`config.mk`:
```
export PLATFORM = sky130hd
export DESIGN_NAME = periodic_task_release_dispatcher_top
export DESIGN_NICKNAME = d
export VERILOG_FILES = /design/src/hw/rtl/ptrd_pkg.sv /design/src/hw/rtl/periodic_task_release_dispatcher_top.sv /design/src/hw/rtl/ptrd_front.sv /design/src/hw/rtl/ptrd_back.sv
export SDC_FILE = /design/constraint.sdc
export NUM_CORES = 1
export LEC_CHECK = 0
export BUFFER_PORTS_ARGS = -buffer_cell sky130_fd_sc_hd__buf_2
export CAP_MARGIN = 20
export CELL_PAD_IN_SITES_DETAIL_PLACEMENT = 0
export CELL_PAD_IN_SITES_GLOBAL_PLACEMENT = 2
export CORE_MARGIN = 1
export CORE_UTILIZATION = 37
export DETAILED_ROUTE_END_ITERATION = 8
export GPL_ROUTABILITY_DRIVEN = 0
export HOLD_SLACK_MARGIN = 0.06
export PLACE_DENSITY_LB_ADDON = 0.05
export SLEW_MARGIN = 25
export SYNTH_ARGS = -nofsm -noshare
export SYNTH_HDL_FRONTEND = slang
export SYNTH_SLANG_ARGS = --single-unit
```
`constraint.sdc`:
```
create_clock -name clk_i -period 4.8 [get_ports clk_i]
set_input_delay 0.24 -clock clk_i [delete_from_list [all_inputs] [get_ports clk_i]]
set_output_delay 0.24 -clock clk_i [all_outputs]
set_load 0.01 [all_outputs]
```
`src/hw/rtl/ptrd_pkg.sv`:
```
`timescale 1ns / 1ps
`default_nettype none

package ptrd_pkg;

  localparam int NUM_SLOTS_DEF = 8;
  localparam int MAX_RESULTS   = 8;
  localparam int CNT_W         = $clog2(MAX_RESULTS);
  localparam int QUEUE_DEPTH   = 2;
  localparam int LVL_CMP_W     = 7;

  localparam logic MODE_ADD  = 1'b0;
  localparam logic MODE_TICK = 1'b1;

  localparam logic [1:0] ST_ADDED     = 2'd0;
  localparam logic [1:0] ST_FULL      = 2'd1;
  localparam logic [1:0] ST_DISPATCH  = 2'd2;
  localparam logic [1:0] ST_IDLE_TICK = 2'd3;

  // One input transaction after classification.
  typedef struct packed {
    logic        is_tick;
    logic [15:0] task_period;
    logic [15:0] start_delay;
    logic [3:0]  running_level;
  } q_item_t;

endpackage

`default_nettype wire

```
`src/hw/rtl/periodic_task_release_dispatcher_top.sv`:
```
// An add passes through the input queue, then its result enters the output
// register; a tick passes through the queue, latches its eligible slots and
// scans up from slot 0. The scan visits one slot per cycle, waiting on an
// eligible slot while the output is stalled. Adds sustain one per cycle while
// the output is not stalled; a two-entry queue accepts during a scan until full.
// Reset clears slot valid and ready flags and all control, not period or delay.
`timescale 1ns / 1ps
`default_nettype none

module periodic_task_release_dispatcher_top import ptrd_pkg::*; #(
  parameter int NUM_SLOTS = NUM_SLOTS_DEF
) (
  input  wire logic        clk_i,
  input  wire logic        rst_ni,
  input  wire logic        in_valid_i,
  output logic             in_ready_o,
  input  wire logic        mode_i,
  input  wire logic [15:0] task_period_i,
  input  wire logic [15:0] start_delay_i,
  input  wire logic [3:0]  running_level_i,
  output logic             out_valid_o,
  input  wire logic        out_ready_i,
  output logic [1:0]       status_o,
  output logic [2:0]       slot_o,
  output logic             last_o
);

  logic    head_valid;
  q_item_t head;
  logic    pop;

  ptrd_front u_front (
    .clk_i           (clk_i),
    .rst_ni          (rst_ni),
    .in_valid_i      (in_valid_i),
    .in_ready_o      (in_ready_o),
    .mode_i          (mode_i),
    .task_period_i   (task_period_i),
    .start_delay_i   (start_delay_i),
    .running_level_i (running_level_i),
    .head_valid_o    (head_valid),
    .head_o          (head),
    .pop_i           (pop)
  );

  ptrd_back #(
    .NUM_SLOTS (NUM_SLOTS)
  ) u_back (
    .clk_i        (clk_i),
    .rst_ni       (rst_ni),
    .head_valid_i (head_valid),
    .head_i       (head),
    .pop_o        (pop),
    .out_valid_o  (out_valid_o),
    .out_ready_i  (out_ready_i),
    .status_o     (status_o),
    .slot_o       (slot_o),
    .last_o       (last_o)
  );

endmodule

`default_nettype wire

```
`src/hw/rtl/ptrd_front.sv`:
```
`timescale 1ns / 1ps
`default_nettype none

module ptrd_front import ptrd_pkg::*; (
  input  wire logic        clk_i,
  input  wire logic        rst_ni,
  input  wire logic        in_valid_i,
  output logic             in_ready_o,
  input  wire logic        mode_i,
  input  wire logic [15:0] task_period_i,
  input  wire logic [15:0] start_delay_i,
  input  wire logic [3:0]  running_level_i,
  output logic             head_valid_o,
  output q_item_t          head_o,
  input  wire logic        pop_i
);

  localparam int PtrW = $clog2(QUEUE_DEPTH);

  q_item_t               mem_q [QUEUE_DEPTH];
  logic [PtrW-1:0]       wptr_q, rptr_q;
  logic [PtrW:0]         count_q;
  logic                  push;
  q_item_t               item;

  assign in_ready_o   = (count_q != (PtrW+1)'(QUEUE_DEPTH));
  assign push         = in_valid_i && in_ready_o;
  assign head_valid_o = (count_q != '0);
  assign head_o       = mem_q[rptr_q];

  always_comb begin
    item.is_tick       = (mode_i == MODE_TICK);
    item.task_period   = task_period_i;
    item.start_delay   = start_delay_i;
    item.running_level = running_level_i;
  end

  always_ff @(posedge clk_i or negedge rst_ni) begin
    if (!rst_ni) begin
      wptr_q  <= '0;
      rptr_q  <= '0;
      count_q <= '0;
    end else begin
      if (push) begin
        wptr_q <= wptr_q + PtrW'(1);
      end
      if (pop_i) begin
        rptr_q <= rptr_q + PtrW'(1);
      end
      if (push && !pop_i) begin
        count_q <= count_q + (PtrW+1)'(1);
      end else if (!push && pop_i) begin
        count_q <= count_q - (PtrW+1)'(1);
      end
    end
  end

  always_ff @(posedge clk_i) begin
    if (push) begin
      mem_q[wptr_q] <= item;
    end
  end

endmodule

`default_nettype wire

```
`src/hw/rtl/ptrd_back.sv`:
```
`timescale 1ns / 1ps
`default_nettype none

module ptrd_back import ptrd_pkg::*; #(
  parameter int NUM_SLOTS = NUM_SLOTS_DEF
) (
  input  wire logic        clk_i,
  input  wire logic        rst_ni,
  input  wire logic        head_valid_i,
  input  wire q_item_t     head_i,
  output logic             pop_o,
  output logic             out_valid_o,
  input  wire logic        out_ready_i,
  output logic [1:0]       status_o,
  output logic [2:0]       slot_o,
  output logic             last_o
);

  localparam int IdxW = (NUM_SLOTS > 1) ? $clog2(NUM_SLOTS) : 1;

  typedef enum logic [0:0] {S_IDLE, S_SCAN} state_e;

  state_e                 state_q;
  logic [NUM_SLOTS-1:0]   valid_q, ready_q, oneshot_q, elig_q;
  logic [15:0]            period_q [NUM_SLOTS];
  logic [15:0]            delay_q  [NUM_SLOTS];
  logic [IdxW-1:0]        scan_q;
  logic [CNT_W-1:0]       cnt_q;
  logic                   out_valid_q, last_q;
  logic [1:0]             status_q;
  logic [2:0]             slot_q;

  logic                   out_free, free_found, add_we, tick_en, out_load;
  logic [IdxW-1:0]        free_idx;
  logic [NUM_SLOTS-1:0]   ready_tick, lvl_ok, elig_tick, rest;
  logic [15:0]            delay_tick [NUM_SLOTS];
  logic                   scan_hit, scan_last;

  assign out_free = !out_valid_q || out_ready_i;
  assign pop_o    = (state_q == S_IDLE) && head_valid_i && out_free;
  assign add_we   = pop_o && !head_i.is_tick && free_found;
  assign tick_en  = pop_o && head_i.is_tick;

  always_comb begin
    free_found = 1'b0;
    free_idx   = '0;
    for (int i = NUM_SLOTS - 1; i >= 0; i--) begin
      if (!valid_q[i]) begin
        free_found = 1'b1;
        free_idx   = IdxW'(i);
      end
    end
  end

  // Per-slot timer update; each slot is an independent lane.
  for (genvar g = 0; g < NUM_SLOTS; g++) begin : g_lane
    always_comb begin
      lvl_ok[g]     = (LVL_CMP_W'(g) < LVL_CMP_W'(head_i.running_level));
      ready_tick[g] = ready_q[g] || (valid_q[g] && (delay_q[g] == 16'd0));
      if (delay_q[g] != 16'd0) begin
        delay_tick[g] = delay_q[g] - 16'd1;
      end else if (period_q[g] != 16'd0) begin
        delay_tick[g] = period_q[g] - 16'd1;
      end else begin
        delay_tick[g] = 16'd0;
      end
    end
  end

  assign elig_tick = valid_q & ready_tick & lvl_ok;
  assign scan_hit  = elig_q[scan_q];
  assign rest      = elig_q & ~(NUM_SLOTS'(1) << scan_q);
  // The scan ends at the dispatch cap or when no eligible slot remains above.
  assign scan_last = (cnt_q == CNT_W'(MAX_RESULTS - 1)) || (rest == '0);
  // A new transaction enters the output register on this cycle.
  assign out_load  = (pop_o && (!head_i.is_tick || (elig_tick == '0))) ||
                     ((state_q == S_SCAN) && scan_hit && out_free);

  always_ff @(posedge clk_i or negedge rst_ni) begin
    if (!rst_ni) begin
      state_q     <= S_IDLE;
      valid_q     <= '0;
      ready_q     <= '0;
      elig_q      <= '0;
      scan_q      <= '0;
      cnt_q       <= '0;
      out_valid_q <= 1'b0;
      status_q    <= '0;
      slot_q      <= '0;
      last_q      <= 1'b0;
    end else begin
      if (out_load) begin
        out_valid_q <= 1'b1;
      end else if (out_ready_i) begin
        out_valid_q <= 1'b0;
      end
      case (state_q)
        S_IDLE: begin
          if (pop_o) begin
            if (!head_i.is_tick) begin
              last_q <= 1'b1;
              if (free_found) begin
                valid_q[free_idx] <= 1'b1;
                ready_q[free_idx] <= 1'b0;
                status_q          <= ST_ADDED;
                slot_q            <= 3'(free_idx);
              end else begin
                status_q <= ST_FULL;
                slot_q   <= '0;
              end
            end else begin
              ready_q <= ready_tick;
              if (elig_tick == '0) begin
                status_q <= ST_IDLE_TICK;
                slot_q   <= '0;
                last_q   <= 1'b1;
              end else begin
                elig_q  <= elig_tick;
                scan_q  <= '0;
                cnt_q   <= '0;
                state_q <= S_SCAN;
              end
            end
          end
        end
        S_SCAN: begin
          if (!scan_hit) begin
            scan_q <= scan_q + IdxW'(1);
          end else if (out_free) begin
            status_q        <= ST_DISPATCH;
            slot_q          <= 3'(scan_q);
            last_q          <= scan_last;
            ready_q[scan_q] <= 1'b0;
            elig_q[scan_q]  <= 1'b0;
            if (oneshot_q[scan_q]) begin
              valid_q[scan_q] <= 1'b0;
            end
            cnt_q <= cnt_q + CNT_W'(1);
            if (scan_last) begin
              state_q <= S_IDLE;
            end else begin
              scan_q <= scan_q + IdxW'(1);
            end
          end
        end
        default: begin
          state_q <= S_IDLE;
        end
      endcase
    end
  end

  always_ff @(posedge clk_i) begin
    if (add_we) begin
      period_q[free_idx]  <= head_i.task_period;
      delay_q[free_idx]   <= head_i.start_delay;
      oneshot_q[free_idx] <= (head_i.task_period == 16'd0);
    end else if (tick_en) begin
      for (int i = 0; i < NUM_SLOTS; i++) begin
        if (valid_q[i]) begin
          delay_q[i] <= delay_tick[i];
        end
      end
    end
  end

  assign out_valid_o = out_valid_q;
  assign status_o    = status_q;
  assign slot_o      = slot_q;
  assign last_o      = last_q;

  a_scan_has_work: assert property (@(posedge clk_i) disable iff (!rst_ni)
    (state_q == S_SCAN) |-> (elig_q != '0))
    else $error("scan active with no eligible slot");

  a_scan_ends_on_last: assert property (@(posedge clk_i) disable iff (!rst_ni)
    (state_q == S_SCAN && scan_hit && out_free && scan_last) |=> (state_q == S_IDLE))
    else $error("scan did not finish after last dispatch");

  a_no_pop_while_scan: assert property (@(posedge clk_i) disable iff (!rst_ni)
    (state_q == S_SCAN) |-> !pop_o)
    else $error("queue popped during dispatch scan");

  a_dispatch_was_eligible: assert property (@(posedge clk_i) disable iff (!rst_ni)
    (state_q == S_SCAN && scan_hit && out_free) |-> (valid_q[scan_q] && ready_q[scan_q]))
    else $error("dispatch of a slot that is not valid and ready");

endmodule

`default_nettype wire

```
# == Yosys cells after proc, flatten, opt, wreduce, memory -nomap -nowiden ==
# Memory sizes are Yosys's and may differ from the RTL's.
# Index checks and enable logic that the tools add are counted.
# totals
ff_bits,50
latch_bits,0
ram_bits,330
mem_bits_ro,0
input_bits,41
out_inout_bits,8
word_cells,291
mem_count,3
# mem_list
name,depth,word_bits,rd,rd_ports_with_merged_regs,wr,line_no,rtl
u_back.delay_q,8,16,8,0,8,ptrd_back.sv:26,logic [15:0] delay_q [NUM_SLOTS];
u_back.period_q,8,16,8,0,1,ptrd_back.sv:25,logic [15:0] period_q [NUM_SLOTS];
u_front.mem_q,2,37,1,0,1,ptrd_front.sv:20,q_item_t mem_q [QUEUE_DEPTH];
# classes
n_addsub,22
n_mul,0
div,0
order_cmp,12
eq_ne,14
shifts,1
mux,140
bitwise,12
n_reduce_logical,73
# op_table
op,n
16-bit two-way mux,17
16-bit nonzero test,16
16-bit by 1-bit subtractor with 16-bit output (second input constant),16
16-bit zero test,9
8-bit two-way mux,16
3-bit two-way mux,23
1-bit two-way mux,63
8-bit AND,7
8-bit case mux with 2 select lines,3
8-bit inverter,3
1-bit logical AND,21
3-bit case mux with 2 select lines,3
8-bit zero test,2
3-bit by 4-bit less-than comparator with 1-bit output (first input constant),4
16-bit OR reduction,1
2-bit two-way mux,7
1-bit logical OR,12
2-bit != test (second input constant),6
5-bit AND reduction,2
3-bit != test (second input constant),3
8-bit bitwise mux,1
1-bit by 4-bit less-than comparator with 1-bit output (first input constant),2
2-bit by 4-bit less-than comparator with 1-bit output (first input constant),2
3-bit by 4-bit less-than comparator with 1-bit output (second input constant),2
other kinds (19),33

# == Logic depth before layout (Yosys ltp) ==
# Gate-level depths: netlist (run 1).
# depth
ltp_word,18
ltp_mapped,11

# == Cells and area by module ==
# From an unflattened synthesis (run 1), not the netlist that was laid out.
# hier_totals
hier_cells,1977
area_unflattened_um2,20947.6
# by_module_without_submodules
module,n_inst,cells_each,area_each_um2,seq_area_each_um2
ptrd_back,1,1844,18001.0,8878.5
ptrd_front,1,133,2946.6,2322.2

# == Least setup slack after synthesis (run 1) ==
# OpenSTA, ideal clock, no wires.
# synth_path
path_kind,reg2reg
startpoint,reg u_front.rptr_q
endpoint,"mem u_back.delay_q[2][0], enable pin"
arrival_time_ps,3272
setup_slack_ps,1193
path_stages_with_launch,7
cell_sequence,dfrtp_1 buf_2 mux2i_1 o21ai_0 or2_2 nor3_1 or2_2
# synth_lines
element,line_no,rtl
start: declaration,ptrd_front.sv:21,"logic [PtrW-1:0] wptr_q, rptr_q;"
start signal: assignment,ptrd_front.sv:48,rptr_q <= rptr_q + PtrW'(1);
end: declaration,ptrd_back.sv:26,

==> reports/metrics.yaml, run 1 <==
power:
  power_density_nw_per_um2: 590.4
  switching_power_uw: 5635
  peakVddDrop_uv: 426.1
  p_comb_share_pct: 35.2
  clkPwrFrac_pct: 24.5
  p_sw_share_pct: 39.79
  cellLeakagePower_uw: 0.008266
  intPower_uw: 8526
  p_total_uw: 14160
  p_seq_share_pct: 40.3
cts:
  ctsRootBufferMaster: "clkbuf_16"
  cts_setup_buffers: 0
  cts.path.max_buffers: 3
  clkTransAtPathRegs_ps: 60
  insertion_delay_ps: 610
  cts.htree.levels: 2
  post_cts_resized: 0
  cts_sinks: 380
  ctsHoldBuffers: 39
  cts_tree: "built"
  cts_buffers: 45
placed_design:
  port_buffers: 48
  dp_hpwl_mm: 44.61
synth:
  synth_top_area_share_pct: 48.93
  ys_top_cells_by_area: "edfxtp_1 49%, xor2_1 5.7%, dfrtp_1 5.1%"
  synth_area_um2: 20740
  ys_ff_latch: 380
  yosys_warnings: 0
  seq_area_frac_synth_pct: 54.00
  synth-edff-count: 338
  synth_common_cells: "338 x edfxtp_1, 214 x nor2_1, 146 x nand2_1"
  ys_async_sr_fraction_pct: 11.05
  synth_ff_type: "edfxtp_1"
  ys_types: 79
  synth.avg_cell_area_um2: 10.97
  synth.most_common_cell: "edfxtp_1"
  syn_nets: 1965
  syn_inst: 1891
  synth_area_leader_cell: "edfxtp_1"
route:
  drt_pass1_iterations: 5
  route.vias.total: 15240
  wl_per_cell_um: 23.98
  drc: 0
  drt-initial-drc-count: 1031
  wirelength_mm: 66.66
  viasPerCell: 5.482
  postRouteAntennaNets: 0
layout:
  antennaDiodeCount: 0
  fin_nets: 2069
  area_delta_synth_final_pct: 15.63
  layout-drive-gt1-share_pct: 12.40
global_route:
  grt_overflow: 0
  antenna_found_initial: 9
  grt_max_degree: 43
  first_global_vias: 14940
  track_usage_pct: 23.69
  grt_pass1_wl_mm: 98.04
worst_setup_path:
  crit_family: "simple AND/OR/NAND/NOR gates"
  worstReg2RegEnd: "u_back.scan_q[0]$_DFFE_PN0P_"
  arrival_ps: 3650
  cp_max_fo: 15
  cp_slowest_cell: "o21a_1"
  worstSetupEndpoint: "u_back.scan_q[0]$_DFFE_PN0P_"
  reg2reg_slack_ps: 1570
  rr_worst_depth: 6
  crit_path_start: "u_back.delay_q[6][2]$_DFFE_PP_"
  critPathLaunchType: "flip-flop"
  cpPeakStageDelay_ps: 720
  r2r_start: "u_back.delay_q[6][2]$_DFFE_PP_"
  crit_path_end_kind: "flip-flop"
  crit_required_ps: 5220
  cp_num_cells: 6
  path_class: "reg2reg"
  cp_num_buf_inv: 0
  crit_path_cell_trace: "nor4_4, and4_1, o2111ai_1, nand4_1, o21a_1, o221ai_1"
sta:
  grt_setup_unrepaired: "false"
  setup_viol: 0
  max_slew_margin_pct: 26.55
  finalHoldViolations: 0
  fin_setup_tns_ps: 0
  period_needed_ps: 3232
  fmax_mhz: 309.4
  final_max_slew_viol_count: 0
  worst_pin_slew_ps: 1079
  skew_ps: 34.49
  period_share_pct: 67.33
floorplan:
  fp.coreArea_um2: 55200
  std_cell_rows: 86
  die_x_um: 238.8
  die_area_um2: 57020
  die_h_um: 238.8
  start_util_pct: 37.58
  pin_count: 49
run_status:
  outcome: "finished, final reports clean"
run:
  cap_viol_max_count: 0
min_path:
  hold_path_class: "in2async"
[power groups by stage]
stage                     clock network (uW)  registers [uW]  logic, uW
final                                   3470            5710       4980
after CTS                               3550            5690       5020
after detailed placement                   0            5760       4970
after global routing                    3660            5820       5400
after floorplan                            0            5470       2960
after global placement                     0            5740       4950
[placed cells by master (no fill, tap or decap), drive strengths merged, types with 56 or more instances in the layout]
cell / Yosys / routed
nor2: 214 / 214
buf: 24 / 96
nor3: 69 / 69
a21oi: 128 / 128
nand2: 146 / 146
xnor2: 60 / 60
xor2: 134 / 134
edfxtp: 338 / 338
clkbuf: 54 / 56
a211oi: 85 / 85
[cell type report]
| cell class | count | area [um2] |
|---|---|---|
| tap | 748 | 935.9 |
| timing repair buffer | 135 | 1006 |
| clock buffer | 56 | 1187 |
| inverter | 54 | 202.7 |
| multi-input combinational | 1379 | 9146 |
| fill | 5225 | 31210 |
| sequential | 380 | 11200 |
| clock inverter | 28 | 306.5 |
[flip-flops by register name (all words and copies together), names as in the netlist]
name	cells
u_back.cnt_q	3
u_back.delay_q	128
u_front.count_q	2
u_front.mem_q	74
u_back.valid_q	8
u_back.last_o	1
u_back.elig_q	8
u_back.out_valid_o	1
u_back.state_q	1
u_front.wptr_q	1
u_back.ready_q	8
u_back.oneshot_q	8
u_back.period_q	128
u_back.status_o	2
u_front.rptr_q	1
u_back.scan_q	3
u_back.slot_o	3
[worst min-delay path by stage]
| stage | from | to | slack [ps] | cells after the start |
|---|---|---|---|---|
| after floorplan | rst_ni | u_back.cnt_q[0]$_DFFE_PN0P_ | -60 | 0 |
| after global placement | task_period_i[15] | u_front.mem_q[0][35]$_DFFE_PP_ | 430 | 1 |
| after detailed placement | rst_ni | u_front.count_q[1]$_DFFE_PN0P_ | 300 | 1 |
| after CTS | rst_ni | u_back.elig_q[6]$_DFFE_PN0P_ | 200 | 2 |
| after global routing | out_ready_i | u_back.out_valid_o$_DFFE_PN0P_ | 250 | 3 |
| final | rst_ni | u_back.slot_o[1]$_DFFE_PN0P_ | 220 | 2 |
[layer usage]
metal	part of all wire, %	GRT usage [%]	up-vias
met5	0	0	-
met4	3.3	8.256	0
met3	5.3	4.030	92
met2	45	36.72	423
met1	47	33.34	7395
li1	-	-	7329
[cells by family after synthesis]
group	after synthesis	synth area share, %
flops	380	54.00
buf+inv	132	2.600
mux	64	3.372
simple gates	713	18.11
fa+ha+maj	33	1.990
compound gates	375	11.74
xor+xnor	194	8.191
[per-stage QoR]
step / cell area (um2) / worst slack, ps / cells / hold slack [ps] / util (%)
finish: 23990 / 1568 / 2780 / 216.2 / 43.45
global placement: 22060 / 1656 / 2656 / 428.0 / 39.97
CTS: 23980 / 1579 / 2780 / 199.7 / 43.44
detailed placement: 22090 / 1616 / 2657 / 301.6 / 40.03
global route: 23990 / 1335 / 2780 / 250.9 / 43.45
floorplan: 20740 / 1193 / 1891 / -55.59 / -
No activity file was read; power rests on OpenSTA's default activity.
==> run 2: changes to the inputs <==
Settings changed: ABC_AREA from default to 1.
Clock period 4.8 ns to 3 ns, I/O delays scaled along.
==> run 2 against run 1 <==
Sequential power grew 10%. Worst setup slack lost 1100 ps. Flip-flop and latch count is the same. Largest power group unchanged.
==> reports/metrics.yaml, run 2 <==
floorplan:
  die_x_um: 243.0
  start_util_pct: 37.75
  std_cell_rows: 87
  die_h_um: 243.0
  pin_count: 49
  fp.coreArea_um2: 56930
  die_area_um2: 59050
synth:
  synth_top_area_share_pct: 47.23
  ys_ff_latch: 380
  synth_area_um2: 21490
  synth_common_cells: "506 x nand2_1, 338 x edfxtp_1, 323 x nor2_1"
  ys_top_cells_by_area: "edfxtp_1 47%, nand2_1 8.8%, nor2_1 5.6%"
  seq_area_frac_synth_pct: 52.12
  synth_area_leader_cell: "edfxtp_1"
  synth.most_common_cell: "nand2_1"
  syn_inst: 2373
  synth.avg_cell_area_um2: 9.057
  synth_ff_type: "edfxtp_1"
  yosys_warnings: 0
  ys_async_sr_fraction_pct: 11.05
  ys_types: 58
  synth-edff-count: 338
  syn_nets: 2447
cts:
  insertion_delay_ps: 600
  post_cts_resized: 0
  cts_setup_buffers: 0
  cts.path.max_buffers: 3
  cts.htree.levels: 2
  cts_sinks: 380
  cts_buffers: 46
  ctsRootBufferMaster: "clkbuf_16"
  clkTransAtPathRegs_ps: 60
  cts_tree: "built"
  ctsHoldBuffers: 39
sta:
  max_slew_margin_pct: 38.04
  period_share_pct: 83.64
  finalHoldViolations: 0
  fin_setup_tns_ps: 0
  grt_setup_unrepaired: "false"
  worst_pin_slew_ps: 927.2
  skew_ps: 30.25
  final_max_slew_viol_count: 0
  fmax_mhz: 398.5
  period_needed_ps: 2509
  setup_viol: 0
run:
  cap_viol_max_count: 0
global_route:
  first_global_vias: 16810
  antenna_found_initial: 4
  grt_overflow: 0
  grt_max_degree: 43
  grt_pass1_wl_mm: 104.8
  track_usage_pct: 23.75
power:
  p_total_uw: 13840
  cellLeakagePower_uw: 0.009919
  peakVddDrop_uv: 485.5
  power_density_nw_per_um2: 552.5
layout:
  final_common_cell: "nand2_1"
  layout-drive-gt1-share_pct: 11.30
  antennaDiodeCount: 0
  fin_util_pct: 44.01
  top_regs: "u_back.delay_q x128, u_back.period_q x128, u_front.mem_q x74"
  mostFrequentLayoutCells: "506 x nand2_1, 338 x edfxtp_1, 321 x nor2_1"
  fillCellCount: 5568
  fin_nets: 2612
  final_cells: 3332
  area_delta_synth_final_pct: 16.58
placed_design:
  port_buffers: 48
  dpl.cell_count: 3207
  dp_hpwl_mm: 51.45
route:
  route.vias.total: 17050
  wirelength_mm: 69.93
  drc: 0
  drt_pass1_iterations: 5
  postRouteAntennaNets: 0
  viasPerCell: 5.118
  wl_per_cell_um: 20.99
  drt-initial-drc-count: 1351
worst_setup_path:
  path_class: "reg2reg"
  critPathLaunchType: "flip-flop"
  rr_worst_depth: 9
  crit_required_ps: 3310
  worstReg2RegEnd: "u_back.delay_q[3][11]$_DFFE_PP_"
  arrival_ps: 2820
  reg2reg_slack_ps: 490
  cp_max_fo: 11
  crit_path_end_kind: "flip-flop"
  r2r_start: "u_back.period_q[3][0]$_DFFE_PP_"
min_path:
  min_path_cells: 5
  min_to: "u_front.wptr_q$_DFFE_PN0P_"
  hold_path_class: "in2reg"
  hp-start: "in_valid_i"
run_status:
  outcome: "finished, final reports clean"
==> run 2: changes by cell type after synthesis, moves of 28 or more <==
cell | previous run | this run
nand2_1 | 146 | 506
inv_1 | 52 | 229
clkbuf_1 | 54 | 18
a22oi_1 | 9 | 58
nor4_1 | 41 | 13
a211oi_1 | 79 | 3
nand3_1 | 39 | 128
o21ai_0 | 44 | 101
nor2_1 | 214 | 323
==> run 2: area by class of cell <==
| class | instances | area [um2] | area share, % |
|---|---|---|---|
| multi-input combinational | 1690 | 9077 | 36.23 |
| clock inverter | 26 | 371.6 | 1.483 |
| inverter | 252 | 948.4 | 3.785 |
| clock buffer | 60 | 1244 | 4.964 |
| timing repair buffer | 168 | 1266 | 5.054 |
| sequential | 380 | 11200 | 44.71 |
| tap | 756 | 945.9 | 3.775 |
==> run 2: layer usage <==
| layer | wire, um | GRT usage, % | vias up |
|---|---|---|---|
| met4 | 2041 | 8.010 | 0 |
| met1 | 32270 | 32.32 | 8133 |
| met3 | 2923 | 2.654 | 97 |
| li1 | - | - | 8405 |
| met2 | 32700 | 39.22 | 418 |
| met5 | 0 | 0 | - |
==> run 2: critical path, stage by stage, from the launching register on <==
cell and delay (ps):
edfxtp_1 370, inv_1 120, ha_1 200, nand3_1 180, nor3_2 300, nand4_1 190, o21ai_1 360, inv_2 190
a21oi_1 190, a22oi_1 110
==> run 2: kinds of logic after synthesis <==
group	after synthesis	synth area share [%]
adders and majority gates	33	1.921
AOI/OAI and AO/OA	355	9.891
xor gates and xnor gates	182	7.417
muxes	9	0.4192
buffers and inverters	303	5.874
DFF	380	52.12
and+or+nand+nor	1111	22.36
==> run 2: worst max-delay path by stage <==
stage                               startpoint                              end  slack (ps)  cells after the start
3_5_place_dp   u_back.period_q[3][0]$_DFFE_PP_  u_back.delay_q[3][11]$_DFFE_PP_         510                      9
2_1_floorplan       u_front.rptr_q$_DFFE_PN0P_   u_back.delay_q[4][0]$_DFFE_PP_          30                     13
5_1_grt        u_back.period_q[3][0]$_DFFE_PP_  u_back.delay_q[3][11]$_DFFE_PP_         160                      9
6_report       u_back.period_q[3][0]$_DFFE_PP_  u_back.delay_q[3][11]$_DFFE_PP_         490                      9
4_1_cts        u_back.period_q[3][0]$_DFFE_PP_  u_back.delay_q[3][11]$_DFFE_PP_         490                      9
3_3_place_gp   u_back.period_q[3][0]$_DFFE_PP_  u_back.delay_q[3][11]$_DFFE_PP_         520                      9
==> run 2: stage by stage <==
stage | worst slack, ps | area (um2) | hold slack [ps]
after global routing | 163.0 | 25060 | 153.5
after floorplan | 33.01 | 21490 | -145.6
after detailed placement | 514.4 | 23050 | 210.3
after CTS | 492.1 | 25060 | 81.66
after global placement | 517.0 | 23050 | 337.0
final | 490.7 | 25060 | 84.34
==> run 2: power breakdown <==
part / internal (uW) / switching (uW) / total, uW
sequential: 6210 / 88.1 / 6300
clock: 3630 / 2340 / 5980
combinational: 456 / 1120 / 1570
